<file path="config.mk">
export PLATFORM = sky130hd
export DESIGN_NAME = linear_cellular_automaton_prng_top
export DESIGN_NICKNAME = d
export VERILOG_FILES = /design/src/rtl/lcap_pkg.sv /design/src/rtl/lcap_cell.sv /design/src/rtl/lcap_cfg.sv /design/src/rtl/linear_cellular_automaton_prng_top.sv
export SDC_FILE = /design/constraint.sdc
export NUM_CORES = 1
export LEC_CHECK = 0
export ABC_AREA = 1
export ABC_CLOCK_PERIOD_IN_PS = 4000
export BUFFER_PORTS_ARGS = -buffer_cell sky130_fd_sc_hd__buf_2
export CORE_MARGIN = 5
export CORE_UTILIZATION = 50
export CTS_BUF_LIST = sky130_fd_sc_hd__clkbuf_8
export CTS_CLUSTER_SIZE = 24
export DETAILED_ROUTE_END_ITERATION = 10
export PLACE_DENSITY = 0.68
export SYNTH_ARGS = -nofsm -noshare
export SYNTH_HDL_FRONTEND = slang
export SYNTH_SLANG_ARGS = --single-unit
export TNS_END_PERCENT = 1
</file>
<file path="constraint.sdc">
create_clock -name clk -period 4 [get_ports clk]
set_input_delay 0.2 -clock clk [delete_from_list [all_inputs] [get_ports clk]]
set_output_delay 0.2 -clock clk [all_outputs]
set_load 0.01 [all_outputs]
</file>
<file path="src/rtl/lcap_pkg.sv">
// Shared types, constants and helpers for the linear cellular automaton generator.
// No dependencies; every other file in rtl/ imports this package.
`default_nettype none

package lcap_pkg;

    // Geometry of the automaton.
    localparam int CELLS      = 64;
    localparam int MAX_RADIUS = 3;
    localparam int NBR_W      = 2 * MAX_RADIUS + 1;

    // Fixed field widths.
    localparam int DATA_W    = 64;
    localparam int LEN_W     = 7;
    localparam int SIDE_MASKS = 3;
    localparam int MASK_REGS = 2 * SIDE_MASKS + 1;
    localparam logic [LEN_W-1:0] OUT_LEN_RESET = LEN_W'(32);

    // Configuration register indexes.
    typedef enum logic [2:0] {
        REG_MASK_SELF   = 3'd0,
        REG_MASK_RIGHT1 = 3'd1,
        REG_MASK_RIGHT2 = 3'd2,
        REG_MASK_RIGHT3 = 3'd3,
        REG_MASK_LEFT1  = 3'd4,
        REG_MASK_LEFT2  = 3'd5,
        REG_MASK_LEFT3  = 3'd6,
        REG_OUT_LEN     = 3'd7
    } reg_idx_t;

    // Per-beat control handed to every cell.
    typedef struct packed {
        logic en;    // a beat was accepted this cycle
        logic load;  // the beat is a seed load, not a step
    } cell_ctl_t;

    typedef logic [MASK_REGS-1:0][DATA_W-1:0] mask_bank_t;

    // Register that holds the coupling for neighbor offset d.
    function automatic reg_idx_t offset_reg(input int d);
        reg_idx_t r;
        if (d == 0) begin
            r = REG_MASK_SELF;
        end
        else if (d > 0) begin
            r = reg_idx_t'(3'(d));
        end
        else begin
            r = reg_idx_t'(3'(SIDE_MASKS - d));
        end
        return r;
    endfunction

    // Bits of a 64-bit word that carry cells (cell 0 at the MSB).
    function automatic logic [DATA_W-1:0] row_mask();
        logic [DATA_W-1:0] m;
        m = '0;
        for (int i = 0; i < CELLS; i++) begin
            m[DATA_W-1-i] = 1'b1;
        end
        return m;
    endfunction

endpackage

`default_nettype wire

</file>
<file path="src/rtl/lcap_cell.sv">
// One automaton cell: a single state bit and its masked XOR update.
// Depends on lcap_pkg.
`default_nettype none

module lcap_cell (
    input  wire logic                    clk,
    input  wire logic                    rst_n,
    input  wire lcap_pkg::cell_ctl_t     ctl,
    input  wire logic                    seed_bit,
    input  wire logic [lcap_pkg::NBR_W-1:0] nbr,
    input  wire logic [lcap_pkg::NBR_W-1:0] tap,
    output logic                         next_bit,
    output logic                         cell_bit
);
    import lcap_pkg::*;

    logic cell_reg;
    logic cell_next;

    // Load the seed, or fold the coupled neighbors together.
    always_comb
    begin
        if (ctl.load) begin
            cell_next = seed_bit;
        end
        else begin
            cell_next = ^(nbr & tap);
        end
    end

    always_ff @(posedge clk or negedge rst_n)
    begin
        if (!rst_n) begin
            cell_reg <= 1'b0;
        end
        else if (ctl.en) begin
            cell_reg <= cell_next;
        end
    end

    assign next_bit = cell_next;
    assign cell_bit = cell_reg;

endmodule

`default_nettype wire

</file>
<file path="src/rtl/lcap_cfg.sv">
// Configuration registers: the seven coupling masks and the output length.
// Depends on lcap_pkg.
`default_nettype none

module lcap_cfg (
    input  wire logic                          clk,
    input  wire logic                          rst_n,
    input  wire logic                          cfg_we,
    input  wire lcap_pkg::reg_idx_t            cfg_index,
    input  wire logic [lcap_pkg::DATA_W-1:0]   cfg_data,
    output lcap_pkg::mask_bank_t               masks,
    output logic [lcap_pkg::LEN_W-1:0]         out_len
);
    import lcap_pkg::*;

    mask_bank_t         mask_reg;
    logic [LEN_W-1:0]   out_len_reg;

    always_ff @(posedge clk or negedge rst_n)
    begin
        if (!rst_n) begin
            mask_reg    <= '0;
            out_len_reg <= OUT_LEN_RESET;
        end
        else if (cfg_we) begin
            unique case (cfg_index) inside
                REG_MASK_SELF, REG_MASK_RIGHT1, REG_MASK_RIGHT2, REG_MASK_RIGHT3,
                REG_MASK_LEFT1, REG_MASK_LEFT2, REG_MASK_LEFT3:
                    mask_reg[cfg_index] <= cfg_data;
                REG_OUT_LEN:
                    out_len_reg <= cfg_data[LEN_W-1:0];
                default: ;
            endcase
        end
    end

    assign masks   = mask_reg;
    assign out_len = out_len_reg;

endmodule

`default_nettype wire

</file>
<file path="src/rtl/linear_cellular_automaton_prng_top.sv">
// Top level of the banded linear cellular automaton generator.
// Depends on lcap_pkg, lcap_cfg and lcap_cell.
`default_nettype none
//
//  channel | handshake            | payload                 | beat means
//  --------+----------------------+-------------------------+---------------------------
//  in      | in_valid / in_stall  | kind, seed_value        | step the row or load seed
//  out     | out_valid / out_stall| output_bits             | leading cells after a beat
//  cfg     | cfg_we               | cfg_index, cfg_data     | write one register
//
//  Timing: the row of cells updates at the accepting edge and the result lands in
//  the output register on that same edge, so a new beat can be taken on every
//  clock while in_stall is low.
//  The output register parts the two sides: in_stall rises only while a result is
//  held and the consumer stalls.
//  Reset: cells cleared, masks cleared, output length 32, no result pending.
//
module linear_cellular_automaton_prng_top (
    input  wire logic                          clk,
    input  wire logic                          rst_n,
    // input channel
    input  wire logic                          in_valid,
    output logic                               in_stall,
    input  wire logic                          kind,
    input  wire logic [lcap_pkg::DATA_W-1:0]   seed_value,
    // output channel
    output logic                               out_valid,
    input  wire logic                          out_stall,
    output logic [lcap_pkg::DATA_W-1:0]        output_bits,
    // configuration
    input  wire logic                          cfg_we,
    input  wire lcap_pkg::reg_idx_t            cfg_index,
    input  wire logic [lcap_pkg::DATA_W-1:0]   cfg_data
);
    import lcap_pkg::*;

    localparam logic [DATA_W-1:0] ROW_MASK = row_mask();

    mask_bank_t         masks;
    logic [LEN_W-1:0]   out_len;

    logic               in_acc;
    cell_ctl_t          ctl;
    logic [CELLS-1:0]   cell_q;
    logic [CELLS-1:0]   next_q;
    logic [DATA_W-1:0]  row_next;
    logic [DATA_W-1:0]  lead_mask;

    logic               out_valid_reg;
    logic               out_valid_next;
    logic [DATA_W-1:0]  out_bits_reg;

    lcap_cfg u_cfg (
        .clk       (clk),
        .rst_n     (rst_n),
        .cfg_we    (cfg_we),
        .cfg_index (cfg_index),
        .cfg_data  (cfg_data),
        .masks     (masks),
        .out_len   (out_len)
    );

    // Hold the input only while a finished result waits on a stalled consumer.
    assign in_stall = out_valid_reg & out_stall;
    assign in_acc   = in_valid & ~in_stall;
    assign ctl.en   = in_acc;
    assign ctl.load = kind;

    // The row: cell i sits at bit DATA_W-1-i of every word; neighbors off
    // the ends of the row read as zero.
    for (genvar i = 0; i < CELLS; i++) begin : g_cell
        logic [NBR_W-1:0] nbr;
        logic [NBR_W-1:0] tap;

        for (genvar k = 0; k < NBR_W; k++) begin : g_tap
            localparam int D = k - MAX_RADIUS;
            if ((i + D >= 0) && (i + D < CELLS)) begin : g_in
                assign nbr[k] = cell_q[i + D];
            end
            else begin : g_edge
                assign nbr[k] = 1'b0;
            end
            assign tap[k] = masks[offset_reg(D)][DATA_W-1-i];
        end

        lcap_cell u_cell (
            .clk      (clk),
            .rst_n    (rst_n),
            .ctl      (ctl),
            .seed_bit (seed_value[DATA_W-1-i]),
            .nbr      (nbr),
            .tap      (tap),
            .next_bit (next_q[i]),
            .cell_bit (cell_q[i])
        );
    end

    // Gather the new row into word order and keep only the leading cells.
    always_comb
    begin
        row_next  = '0;
        lead_mask = '0;
        for (int i = 0; i < CELLS; i++) begin
            row_next[DATA_W-1-i] = next_q[i];
        end
        for (int i = 0; i < DATA_W; i++) begin
            lead_mask[DATA_W-1-i] = (LEN_W'(i) < out_len);
        end
    end

    // Advance the output register on every accepted beat; drop valid once taken.
    always_comb
    begin
        if (in_acc) begin
            out_valid_next = 1'b1;
        end
        else if (!out_stall) begin
            out_valid_next = 1'b0;
        end
        else begin
            out_valid_next = out_valid_reg;
        end
    end

    always_ff @(posedge clk or negedge rst_n)
    begin
        if (!rst_n) begin
            out_valid_reg <= 1'b0;
        end
        else begin
            out_valid_reg <= out_valid_next;
        end
    end

    always_ff @(posedge clk)
    begin
        if (in_acc) begin
            out_bits_reg <= row_next & lead_mask;
        end
    end

    assign out_valid   = out_valid_reg;
    assign output_bits = out_bits_reg;

    // A seed beat shows up as the masked seed on the next cycle.
    a_seed_out: assert property (@(posedge clk) disable iff (!rst_n)
        (in_acc && kind) |=> (output_bits == $past(seed_value & ROW_MASK & lead_mask)))
        else $error("seed beat did not produce the loaded row");

    // The row moves only on an accepted beat.
    a_row_hold: assert property (@(posedge clk) disable iff (!rst_n)
        !in_acc |=> $stable(cell_q))
        else $error("cells changed without an accepted beat");

    // Every accepted beat leaves a result pending.
    a_result: assert property (@(posedge clk) disable iff (!rst_n)
        in_acc |=> out_valid)
        else $error("accepted beat produced no result");

    // A result never shows cells past the output length.
    a_row_match: assert property (@(posedge clk) disable iff (!rst_n)
        in_acc |=> ((output_bits & ~$past(lead_mask)) == '0))
        else $error("result has bits beyond the output length");

endmodule

`default_nettype wire
</file>
* After elaboration in Yosys (flattened, before gate mapping)
Cells that the tools add are included.
Storage, ports and cells: logic and storage cells 354, register bits after elaboration 584, input port bits 137
Operators by class: multiplexer cells 69, reductions and logical operators 69, bitwise gates (word level) 68, equal/unequal tests 8, order comparisons 66
Operator list (count):
- $bwmux W448 | 1
- $reduce_xor A7 Y1 | 64
- $and A7 B7 Y7 | 61
- $lt A6 B7 Y1 const A | 32
- $demux W64 S3 | 1
- $lt A5 B7 Y1 const A | 16
- $mux W1 | 66
- $and A64 B64 Y64 | 1
- $mux W64 | 1
- $lt A4 B7 Y1 const A | 8
- $lt A3 B7 Y1 const A | 4
- $lt A1 B7 Y1 const A | 2
- $lt A2 B7 Y1 const A | 2
- $eq A3 B3 Y1 const B | 4
- $and A4 B7 Y7 | 1
- $and A5 B7 Y7 | 1
- $and A6 B7 Y7 | 1
- $reduce_or A7 Y1 | 1
- $eq A3 B2 Y1 const B | 2
- $lt A3 B4 Y1 const B | 1
- $reduce_and A2 Y1 | 2
- $eq A3 B1 Y1 const B | 1
- $ge A3 B1 Y1 const B | 1
- $logic_not A3 Y1 | 1
- other kinds (4) | 5

* Longest topological paths before layout
depth in word-level cells 5, gate-level depth with buffers 12

* Hierarchy
A second synthesis with hierarchy kept.
Second synthesis, totals: cell total of the unflattened synthesis 5341, area, all modules 35663.0 um^2
By module, submodules not included:
- lcap_cfg | cells each 1982, instances 1, seq. area each 11387.2 um^2, area an instance 17778.3 um^2
- lcap_cell | cells each 48, instances 64, seq. area each 25.0 um^2, area an instance 234.0 um^2
- linear_cellular_automaton_prng_top | cells each 287, instances 1, seq. area each 1946.9 um^2, area an instance 2910.3 um^2

* Worst setup path before layout
OpenSTA, ideal clock, no wires.
path type reg-to-reg, from reg out_valid_reg, in the netlist out_valid, to reg out_bits_reg[0], in the netlist output_bits[0] (enable), setup time 453 ps, arrival 2706 ps, cell stages (with the launch flop) 5, path buffers 1, data required time 3547 ps, path slack 841 ps, clock period less this slack 3159 ps, cells stage by stage dfrtp_1 > nand2_1 > inv_1 > nor2_4 > clkbuf_1
Between the ends: word-level cells in the longest chain between the ends 3
Ends and longest elaborated chain:
- start: declaration | RTL line linear_cellular_automaton_prng_top.sv:49 | logic out_valid_reg;
- start signal: assignment | RTL line linear_cellular_automaton_prng_top.sv:131 | out_valid_reg <= out_valid_next;
- $and A1 B1 Y1 | RTL line linear_cellular_automaton_prng_top.sv:64 | assign in_stall = out_valid_reg & out_stall;
- named net in_stall | RTL line linear_cellular_automaton_prng_top.sv:23 | output logic in_stall,
- $not A1 Y1 | RTL line linear_cellular_automaton_prng_top.sv:65 | assign in_acc = in_valid & ~in_stall;
- $and A1 B1 Y1 | RTL line linear_cellular_automaton_prng_top.sv:65
- named net in_acc | RTL line linear_cellular_automaton_prng_top.sv:42 | logic in_acc;
- end signal: assignment | RTL line linear_cellular_automaton_prng_top.sv:138 | out_bits_reg <= row_next & lead_mask;
- end: declaration | RTL line linear_cellular_automaton_prng_top.sv:51 | logic [DATA_W-1:0] out_bits_reg;
The timed path passes the listed nets, and every way through them passes these cells. A chain may end at the register's enable or synchronous reset.

* Worst setup path in the final report
from reg u_cfg.out_len_reg[2], in the netlist u_cfg.out_len[2], to reg out_bits_reg[11], in the netlist output_bits[11], data pin
Between the ends: word-level cells in the longest chain between the ends 2
Ends and longest elaborated chain:
- start: declaration | RTL line lcap_cfg.sv:17 | logic [LEN_W-1:0] out_len_reg;
- start signal: assignment | RTL line lcap_cfg.sv:31 | out_len_reg <= cfg_data[LEN_W-1:0];
- $lt A6 B7 Y1 | RTL line linear_cellular_automaton_prng_top.sv:107 | lead_mask[DATA_W-1-i] = (LEN_W'(i) < out_len);
- $and A64 B64 Y64 | RTL line linear_cellular_automaton_prng_top.sv:138
Every way passes these cells.

==> impl_metrics.toml <==
[run_status]
outcome = "finished clean"

[clock_tree]
cts_hold_buf = 132
cts_tree = "done"
cts_buffers = 100
cts_buffer_depth = 3
cts_root_buf = "clkbuf_8"
cts_sinks = 572
htreeDepth = 3
clk_latency_ps = 690
post_cts_resized = 0
clk_pin_slew_ps = 60
post_cts_buffers = 0

[logic_synthesis]
yosys_most_used_dff = "dfrtp_1"
synth_top_family_by_area = "simple AND/OR/NAND/NOR gates"
synth_xor_xnor_area_share_pct = 0.219
ys_async_sr_fraction_pct = 88.8
synthAdderAreaFrac_pct = 0
synthTopCellsByArea = "dfrtp_1 (40%), nand2_1 (30%), inv_1 (6.4%), edfxtp_1 (6.0%), nand3_1 (4.7%)"
synth_top_area_cell = "dfrtp_1"
synth_warnings = 0
ys_seq_area_share_pct = 45.8
yosysTopAreaCellShare_pct = 39.7
synthCells = 4810
synth.area.mux_share_pct = 0
synthTopCellsByCount = "nand2_1 (2532), inv_1 (549), dfrtp_1 (507)"
synth_cell_types = 26
synth.most_common_cell = "nand2_1"
ys_ff_latch = 572
synthSimpleGateAreaFrac_pct = 37.1
syn_nets = 4947
synth_compound_area_share_pct = 7.79
avgSynthCellArea_um2 = 6.64
synth_edf_count = 64
synth_area_um2 = 32000

[worst_setup_path]
crit-reg2reg-launch = "u_cfg.out_len[2]$_DFFE_PN0P_"
critPathMaxFanout = 11
crit_required_ps = 4530
crit_arrival_ps = 2970
crit_path_start = "u_cfg.out_len[2]$_DFFE_PN0P_"
cp-end-kind = "flop"
startpoint_type = "flop"
critical_path_class = "flop to flop"

[grt]
grt_pass1_wl_um = 148000
grt_max_degree = 162
gr-usage-all-layers_pct = 26.4
antenna_found_initial = 5
grt_pass1_vias = 27672
gr-total-overflow = 0

[floorplan]
pin_count = 203
die_height_um = 263
core_region_area_um2 = 63200
initial_utilization_pct = 50.6
row_count = 92
die-width_um = 263
die-area_um2 = 69100

[place]
gp_congestion = 0.836
post-place-ws_ps = 1640
hpwl_um = 59700
io_buffers = 202
dp.cells = 5692

[power]
leakage_nw = 22.3
p_per_area_nw_per_um2 = 514
max-vdd-ir-drop_mv = 0.338

[drt]
wire_per_inst_um = 15.5
viasPerCell = 5.04
via_count = 30279
wl_um = 93200
first_pass_iters = 6
antenna_left = 0
drt-initial-drc-count = 2255
drc = 0

[sta]
fin_crit_sh_pct = 60.8
worst_slew_pin_slew_ps = 1190
maxSlewViolCount = 0
rsz0062_at_grt = "false"
setup_ws_ps = 1570
period_needed_ps = 2430
finalSetupViolCount = 0
finalSetupTns_ps = 0
hold_viol_final = 0
relSlewSlack_pct = 20.7
fmax_mhz = 411
fin_skew_ps = 22.5

[worst_hold_path]
min_path_type = "input port to flop"
hold_start = "cfg_index[2]"

[flow_run]
drv_cap = 0

[finish]
syn_to_final_growth_pct = 15.4
layout-drive-gt1-share_pct = 8.73
final_cell_count_no_fill = 6013
largest_reg_flops = 436
layout.nets = 5217
[worst max-delay path, cell delays in order, from the launching register on]
cell	delay, ps
dfrtp_1	710
inv_1	140
a21oi_1	910
o21ai_0	350
nor2_1	170
[power by group]
group          internal (mW)  leakage, nW  switching [mW]
Combinational           1.91         14.1            3.45
Clock                   2.93         1.18            2.50
Sequential              7.05         6.99            1.12
[cell usage in the layout, fill, tap and decap left out, types with 3 or more instances in the layout]
cell           instances
nand2_1             2529
clkbuf_8             128
nand3_1              303
dlygate4sd3_1        132
o21ai_0              256
inv_2                  7
buf_12                11
nor2_1                83
nand2_4                6
clkinv_1               7
xnor2_1                4
nor2_4                 4
edfxtp_1              64
clkinv_2              15
or2_2                 62
diode_2                3
inv_1                580
o21ai_1              229
nor2_2                 3
buf_4                  6
xor2_1                 4
dfrtp_1              507
a21oi_1               11
buf_2                201
[final timing paths]
path	end	slack, ps	cells after the start
max in group asynchronous	u_cfg.masks[292]$_DFFE_PN0P_	2780	3
min reg2reg	u_cfg.masks[414]$_DFFE_PN0P_	480	2
max reg2reg	output_bits[11]$_DFFE_PP_	1570	4
max	output_bits[11]$_DFFE_PP_	1570	4
min	u_cfg.out_len[5]$_DFFE_PN1P_	60	5
min in group asynchronous	u_cfg.masks[133]$_DFFE_PN0P_	160	3
[logic make-up (layout without fill, tap and decap cells)]
| kind of cell | Yosys count | after routing |
|---|---|---|
| AO/OA/AOI/OAI | 497 | 497 |
| XOR/XNOR | 8 | 8 |
| buffers and inverters | 738 | 1092 |
| flip-flops | 572 | 572 |
| other | 0 | 3 |
| AND/OR/NAND/NOR | 2995 | 2995 |
[metrics by stage]
stage          utilization (%)  hold WS [ps]  power (mW)  area, um2
2_1_floorplan                -         -95.6        11.9      32000
3_3_place_gp              53.0          49.3        13.3      33500
3_5_place_dp              53.0          48.2        13.5      33500
4_1_cts                   58.3          7.68        19.1      36900
5_1_grt                   58.3          64.6        20.4      36900
6_report                  58.4          55.3        19.0      36900
[layout make-up]
| class | instances | area, um2 |
|---|---|---|
| inverters | 555 | 2090 |
| fillers | 5990 | 26300 |
| repair buffers | 351 | 2610 |
| clock inverters | 58 | 270 |
| multi-input cells | 3500 | 14400 |
| clock buffers | 128 | 1760 |
| flip-flops and latches | 572 | 14600 |
| well taps | 846 | 1060 |
| diodes | 3 | 7.51 |
[metal layers]
| layer | part of all wire (%) | vias to the layer above | GRT usage, % |
|---|---|---|---|
| met3 | 7.8 | 162 | 5.41 |
| met5 | 0.014 | - | 0 |
| met2 | 45 | 869 | 42.0 |
| li1 | - | 15307 | - |
| met4 | 3.0 | 2 | 8.07 |
| met1 | 45 | 13939 | 36.8 |
No activity file was read; power rests on OpenSTA's default activity.
